`src/design/irpfd_pkg.sv`:
```
// shared types and constants for the ir pulse frame decoder
package irpfd_pkg;

    localparam int TICK_W   = 8;
    localparam int BYTE_W   = 8;
    localparam int CFG_IDX_W = 3;
    localparam int CFG_W    = 8;
    localparam int NUM_STORE = 3;

    localparam logic [CFG_IDX_W-1:0] CFG_ZERO_MIN   = 3'd0;
    localparam logic [CFG_IDX_W-1:0] CFG_ZERO_MAX   = 3'd1;
    localparam logic [CFG_IDX_W-1:0] CFG_ONE_MIN    = 3'd2;
    localparam logic [CFG_IDX_W-1:0] CFG_ONE_MAX    = 3'd3;
    localparam logic [CFG_IDX_W-1:0] CFG_LEADER_MIN = 3'd4;
    localparam logic [CFG_IDX_W-1:0] CFG_LEADER_MAX = 3'd5;

    localparam logic [TICK_W-1:0] RST_ZERO_MIN   = 8'd5;
    localparam logic [TICK_W-1:0] RST_ZERO_MAX   = 8'd40;
    localparam logic [TICK_W-1:0] RST_ONE_MIN    = 8'd40;
    localparam logic [TICK_W-1:0] RST_ONE_MAX    = 8'd99;
    localparam logic [TICK_W-1:0] RST_LEADER_MIN = 8'd180;
    localparam logic [TICK_W-1:0] RST_LEADER_MAX = 8'd220;

    localparam logic [2:0] LAST_BIT  = 3'd7;
    localparam logic [1:0] LAST_BYTE = 2'd3;

    typedef struct packed {
        logic [TICK_W-1:0] zero_min;
        logic [TICK_W-1:0] zero_max;
        logic [TICK_W-1:0] one_min;
        logic [TICK_W-1:0] one_max;
        logic [TICK_W-1:0] leader_min;
        logic [TICK_W-1:0] leader_max;
    } window_cfg_t;

    typedef struct packed {
        logic is_leader;
        logic is_zero;
        logic is_one;
    } pulse_class_t;

endpackage

```
`src/design/irpfd_classify.sv`:
```
// pulse duration classifier against the leader, zero and one windows
module irpfd_classify
(
    input  logic [irpfd_pkg::TICK_W-1:0] ticks,
    input  irpfd_pkg::window_cfg_t       win,
    output irpfd_pkg::pulse_class_t      cls
);

    // all window bounds are exclusive
    always_comb
    begin
        cls.is_leader = (ticks > win.leader_min) && (ticks < win.leader_max);
        cls.is_zero   = (ticks > win.zero_min) && (ticks < win.zero_max);
        cls.is_one    = (ticks > win.one_min) && (ticks < win.one_max);
    end

endmodule

```
`src/design/ir_pulse_frame_decoder_core.sv`:
```
// ir pulse frame decoder: leader detect, bit classification, four-byte frame assembly
// a pulse is captured in the input register; a completed frame then goes to the result register
// throughput: one pulse per cycle while the result register is free or being emptied
// a frame waiting in the result register stalls the input until it is taken
// reset: asynchronous active low; clears control state and loads the default windows
// the three stored bytes are not reset, they are always written before a frame is sent
module ir_pulse_frame_decoder_core
(
    input  logic                               clk,
    input  logic                               rst_n,
    input  logic                               cfg_we,
    input  logic [irpfd_pkg::CFG_IDX_W-1:0]    cfg_index,
    input  logic [irpfd_pkg::CFG_W-1:0]        cfg_data,
    input  logic                               in_valid,
    output logic                               in_ready,
    input  logic [irpfd_pkg::TICK_W-1:0]       high_ticks,
    output logic                               out_valid,
    input  logic                               out_ready,
    output logic [irpfd_pkg::BYTE_W-1:0]       frame_byte0,
    output logic [irpfd_pkg::BYTE_W-1:0]       frame_byte1,
    output logic [irpfd_pkg::BYTE_W-1:0]       frame_byte2,
    output logic [irpfd_pkg::BYTE_W-1:0]       frame_byte3
);

    irpfd_pkg::window_cfg_t win_reg;

    logic                          in_vld_reg;
    logic [irpfd_pkg::TICK_W-1:0]  ticks_reg;

    logic                          receiving_reg, receiving_next;
    logic [2:0]                    bit_cnt_reg, bit_cnt_next;
    logic [1:0]                    byte_cnt_reg, byte_cnt_next;
    logic [irpfd_pkg::BYTE_W-1:0]  shift_reg, shift_next;
    logic [irpfd_pkg::BYTE_W-1:0]  store_reg [irpfd_pkg::NUM_STORE];

    logic                          out_valid_reg, out_valid_next;
    logic [irpfd_pkg::BYTE_W-1:0]  out_b0_reg, out_b1_reg, out_b2_reg, out_b3_reg;

    irpfd_pkg::pulse_class_t       cls;
    logic                          out_free;
    logic                          proc_fire;
    logic                          bit_ok;
    logic                          bit_val;
    logic                          byte_done;
    logic                          store_we;
    logic                          emit;

    // configuration registers
    always_ff @(posedge clk or negedge rst_n)
    begin
        if (!rst_n)
        begin
            win_reg.zero_min   <= irpfd_pkg::RST_ZERO_MIN;
            win_reg.zero_max   <= irpfd_pkg::RST_ZERO_MAX;
            win_reg.one_min    <= irpfd_pkg::RST_ONE_MIN;
            win_reg.one_max    <= irpfd_pkg::RST_ONE_MAX;
            win_reg.leader_min <= irpfd_pkg::RST_LEADER_MIN;
            win_reg.leader_max <= irpfd_pkg::RST_LEADER_MAX;
        end
        else if (cfg_we)
        begin
            case (cfg_index)
                irpfd_pkg::CFG_ZERO_MIN:   win_reg.zero_min   <= cfg_data;
                irpfd_pkg::CFG_ZERO_MAX:   win_reg.zero_max   <= cfg_data;
                irpfd_pkg::CFG_ONE_MIN:    win_reg.one_min    <= cfg_data;
                irpfd_pkg::CFG_ONE_MAX:    win_reg.one_max    <= cfg_data;
                irpfd_pkg::CFG_LEADER_MIN: win_reg.leader_min <= cfg_data;
                irpfd_pkg::CFG_LEADER_MAX: win_reg.leader_max <= cfg_data;
                default:                   ;
            endcase
        end
    end

    // handshake: the input stage drains whenever the result register can take a result
    assign out_free  = !out_valid_reg || out_ready;
    assign proc_fire = in_vld_reg && out_free;
    assign in_ready  = !in_vld_reg || proc_fire;

    always_ff @(posedge clk or negedge rst_n)
    begin
        if (!rst_n)
        begin
            in_vld_reg <= 1'b0;
        end
        else if (in_ready)
        begin
            in_vld_reg <= in_valid;
        end
    end

    always_ff @(posedge clk)
    begin
        if (in_valid && in_ready)
        begin
            ticks_reg <= high_ticks;
        end
    end

    irpfd_classify u_classify
    (
        .ticks (ticks_reg),
        .win   (win_reg),
        .cls   (cls)
    );

    // zero window wins when the windows overlap
    assign bit_ok    = cls.is_zero || cls.is_one;
    assign bit_val   = !cls.is_zero;
    assign byte_done = (bit_cnt_reg == irpfd_pkg::LAST_BIT);

    always_comb
    begin
        receiving_next = receiving_reg;
        bit_cnt_next   = bit_cnt_reg;
        byte_cnt_next  = byte_cnt_reg;
        shift_next     = shift_reg;
        store_we       = 1'b0;
        emit           = 1'b0;
        if (proc_fire)
        begin
            if (!receiving_reg)
            begin
                if (cls.is_leader)
                begin
                    receiving_next = 1'b1;
                    bit_cnt_next   = 3'd0;
                    byte_cnt_next  = 2'd0;
                end
            end
            else if (!bit_ok)
            begin
                // abort, partial frame dropped
                receiving_next = 1'b0;
            end
            else
            begin
                shift_next = {shift_reg[irpfd_pkg::BYTE_W-2:0], bit_val};
                if (!byte_done)
                begin
                    bit_cnt_next = bit_cnt_reg + 3'd1;
                end
                else
                begin
                    bit_cnt_next = 3'd0;
                    if (byte_cnt_reg != irpfd_pkg::LAST_BYTE)
                    begin
                        store_we      = 1'b1;
                        byte_cnt_next = byte_cnt_reg + 2'd1;
                    end
                    else
                    begin
                        emit           = 1'b1;
                        receiving_next = 1'b0;
                        byte_cnt_next  = 2'd0;
                    end
                end
            end
        end
    end

    always_ff @(posedge clk or negedge rst_n)
    begin
        if (!rst_n)
        begin
            receiving_reg <= 1'b0;
            bit_cnt_reg   <= 3'd0;
            byte_cnt_reg  <= 2'd0;
        end
        else
        begin
            receiving_reg <= receiving_next;
            bit_cnt_reg   <= bit_cnt_next;
            byte_cnt_reg  <= byte_cnt_next;
        end
    end

    always_ff @(posedge clk)
    begin
        shift_reg <= shift_next;
        for (int i = 0; i < irpfd_pkg::NUM_STORE; i++)
        begin
            if (store_we && (byte_cnt_reg == 2'(i)))
            begin
                store_reg[i] <= shift_next;
            end
        end
    end

    // result register
    always_comb
    begin
        if (emit)
        begin
            out_valid_next = 1'b1;
        end
        else if (out_ready)
        begin
            out_valid_next = 1'b0;
        end
        else
        begin
            out_valid_next = out_valid_reg;
        end
    end

    always_ff @(posedge clk or negedge rst_n)
    begin
        if (!rst_n)
        begin
            out_valid_reg <= 1'b0;
        end
        else
        begin
            out_valid_reg <= out_valid_next;
        end
    end

    always_ff @(posedge clk)
    begin
        if (emit)
        begin
            out_b0_reg <= store_reg[0];
            out_b1_reg <= store_reg[1];
            out_b2_reg <= store_reg[2];
            out_b3_reg <= shift_next;
        end
    end

    assign out_valid   = out_valid_reg;
    assign frame_byte0 = out_b0_reg;
    assign frame_byte1 = out_b1_reg;
    assign frame_byte2 = out_b2_reg;
    assign frame_byte3 = out_b3_reg;

    // a new frame only appears at the end of the last byte of a reception
    a_emit_from_last_byte: assert property (@(posedge clk) disable iff (!rst_n)
        emit |-> (receiving_reg && byte_cnt_reg == irpfd_pkg::LAST_BYTE
                  && bit_cnt_reg == irpfd_pkg::LAST_BIT))
        else $error("frame emitted outside the last bit of the last byte");

    // after a frame the decoder is back in idle with a cleared byte counter
    a_idle_after_emit: assert property (@(posedge clk) disable iff (!rst_n)
        emit |=> (out_valid && !receiving_reg && byte_cnt_reg == 2'd0))
        else $error("decoder not idle after frame");

    // a loaded input stage never stalls while the result register is empty
    a_no_false_stall: assert property (@(posedge clk) disable iff (!rst_n)
        (in_vld_reg && !out_valid_reg) |-> in_ready)
        else $error("input stalled with an empty result register");

endmodule

```
`config.mk`:
```
export PLATFORM = sky130hd
export DESIGN_NAME = ir_pulse_frame_decoder_core
export DESIGN_NICKNAME = d
export VERILOG_FILES = /design/src/design/irpfd_pkg.sv /design/src/design/irpfd_classify.sv /design/src/design/ir_pulse_frame_decoder_core.sv
export SDC_FILE = /design/constraint.sdc
export NUM_CORES = 1
export LEC_CHECK = 0
export BUFFER_PORTS_ARGS = -buffer_cell sky130_fd_sc_hd__buf_2
export CORE_AREA = 3 3 87 122
export DETAILED_ROUTE_END_ITERATION = 10
export DIE_AREA = 0 0 90 125
export GPL_TIMING_DRIVEN = 0
export PLACE_DENSITY = 0.79
export SLEW_MARGIN = 30
export SYNTH_ARGS = -nofsm -noshare
export SYNTH_HDL_FRONTEND = slang
export SYNTH_SLANG_ARGS = --single-unit
```
`constraint.sdc`:
```
create_clock -name clk -period 3.98 [get_ports clk]
set_input_delay 1.194 -clock clk [delete_from_list [all_inputs] [get_ports clk]]
set_output_delay 1.194 -clock clk [all_outputs]
set_load 0.02 [all_outputs]
```
==> qor.csv <==
metric,value,unit
status,"complete, no violations",
DRC viols,0,
Area Overhead vs Synth,17.85,%
Worst slew margin,40.52,%
Initial Util,59.22,%
remaining antenna violation count,0,
Top delay family on crit path,simple AND/OR/NAND/NOR gates,
I/O pin cnt,58,
core outline area,0.009564,mm²
"flops & latches, synth",128,
fin util,69.79,%
post-route minimum period,3.352,ns
global route overflow,0,
worst-case clock buffer depth,2,
Area contributors post-synth,"edfxtp_1 (34%), dfrtp_1 (16%), ha_1 (11%)",
clock latency on the worst-skew pair,0.42,ns
cts hold-fix bufs,0,
CTS tree,done,
fill count,693,
CP Class,flip-flop to flip-flop,
Initial DRT Pass Iterations,5,
design area,0.006675,mm²
Synth top area share,33.93,%
Tcrit/Tclk final,84.21,%
syn_nets,498,
top_reg_cell synth,edfxtp_1,
Worst Hold Class,flip-flop to flip-flop,
Bufs and invs on worst path,2,
Final Power,3.832,mW
"count leader, synth",edfxtp_1,
maximum vdd drop,0.3810,mV
htree depth,4,
worst-path cell chain,ha_1 > a211oi_1 > nor2_1 > a211oi_1 > o21ai_0 > o21ai_4 > nor2b_4 > buf_6 > buf_12 > and3_2,
Power Dens Cells,574.0,mW/mm²
Vias,3466,
Async SR Flop Fraction,43.75,%
DR WL/cell,15.55,µm
worst endpoint required time,4.03,ns
Ys Warns,0,
Mapped Cells,423,
setup TNS,0,ns
antenna violations before repair,0,
CP arrival,3.40,ns
max cap viols,0,
f_max,0.2984,GHz
Sink Count,128,
Setup crit start kind,flip-flop,
CTS Buf Count,17,
dpl hpwl,7.309,mm
die area,0.01125,mm²
placed instance area,0.006123,mm²
"Slew Viols, Final",0,
cell mode on critical path,a211oi_1,
vias in the first global route,3497,
mapped cell area,0.005664,mm²
placer's final routability congestion estimate,0.8817,
first-pass GRT wire length,16.71,mm
unrepaired setup endpoints after global routing,false,
sequential area share after synthesis,61.92,%
IO Port Bufs,57,
Die X,90,µm
CP max stage cell,and3_2,
mean post-synth cell area,13.39,µm²
postcts setup bufs,0,
total wire length,10.01,mm
gr usage total,19.11,%
CTS Root Cell,clkbuf_16,
Worst-path clk slew,0.06,ns
Post-synth EDFFs,64,
final net count,574,
skew final,0.006610,ns
max reg flops,48,
via/cell ratio,5.382,
Hold Fails Final Rpt,0,
Die H,125,µm
Lkg Pwr,2.792,nW
largest fanout on the critical path,32,
Slew @ Worst Pin,0.8802,ns
row count,42,
Yosys cell types,51,
cell taking the most area after synthesis,edfxtp_1,
largest net degree at the start of global routing,57,
layout cells sized above 1,29.69,%
DRT iter0 DRCs,157,
Max stage delay on crit path,0.62,ns
CP Capture Type,flip-flop,
"top cells by count, synth","edfxtp_1 (64), ha_1 (51), inv_1 (48)",
post-CTS sizing,0,
final setup violation count,0,
Ant. Diodes,0,
-- layout by cell type (no fill, tap or decap), types with 2 or more instances in the layout --
cell type	count
clkbuf_16	17
a211o_2	3
clkinvlp_4	6
dfstp_2	19
ha_1	51
o211ai_1	3
edfxtp_1	64
nor3_1	3
nand3_1	4
o21ai_0	36
buf_2	56
inv_1	48
dfxtp_1	8
mux2_4	2
o311ai_0	2
nor2_1	8
nand2_1	40
a21oi_1	11
and2_1	2
a211oi_1	4
nor2b_1	4
nand4_1	10
a21boi_0	2
mux2_2	25
clkbuf_1	7
and4b_1	3
a22o_2	2
nor4bb_1	2
clkinv_4	4
dfrtp_1	37
-- cell families after synthesis --
family / Yosys count / share of synthesized area [%]
buffers and inverters: 55 / 4.064
muxes: 27 / 5.500
and+or+nand+nor: 84 / 7.776
adders and majority gates: 51 / 11.27
AOI/OAI and AO/OA: 78 / 9.477
DFF: 128 / 61.92
-- power breakdown --
part           total, mW  switching (mW)  internal (mW)
combinational      0.686           0.377          0.309
sequential          1.73          0.0980           1.63
clock               1.42           0.561          0.855
-- path summary, 6_finish.rpt --
kind	slack, ns	endpoint	depth (start not counted)	startpoint
setup / recovery	0.63	frame_byte3[6]	10	ticks_reg[5]
hold / removal	0.41	frame_byte2[7]	0	store_reg[0][23]
setup reg to reg	0.63	frame_byte3[6]	10	ticks_reg[5]
hold reg to reg	0.41	frame_byte2[7]	0	store_reg[0][23]
max in group asynchronous	2.67	bit_cnt_reg[2]	1	rst_n
min in group asynchronous	0.83	win_reg[34]	1	rst_n
-- routing by layer --
layer  routed length [µm]  part of all wire, %  global-route usage, %  vias to the layer above
met5                    0                    0                      0                        -
met4                  245                  2.4                  7.665                        0
met3                  461                  4.6                  5.829                       22
met2                 5469                   55                  35.26                       93
met1                 3835                   38                  20.11                     1666
li1                     -                    -                      -                     1685
-- through the flow --
| step | hold WS (ns) | setup WS (ns) | instances |
|---|---|---|---|
| after CTS | 0.4147 | 0.6015 | 644 |
| after global routing | 0.4221 | 0.4150 | 644 |
| final | 0.4119 | 0.6284 | 644 |
| after global placement | 0.4029 | 0.6889 | 612 |
| after detailed placement | 0.4045 | 0.6173 | 612 |
| after floorplan | 0.4003 | 1.008 | 423 |
-- cell type report --
cell class / instances / area, µm² / area share (%)
Tap cell: 132 / 165.2 / 2.474
Buffer: 7 / 50.05 / 0.7498
Inverter: 48 / 180.2 / 2.699
Sequential cell: 128 / 3507 / 52.54
Timing Repair Buffer: 57 / 287.8 / 4.311
Multi-Input combinational cell: 240 / 1933 / 28.96
Clock buffer: 19 / 432.9 / 6.485
Clock inverter: 13 / 118.9 / 1.781
Power figures use the tool's default switching activity.
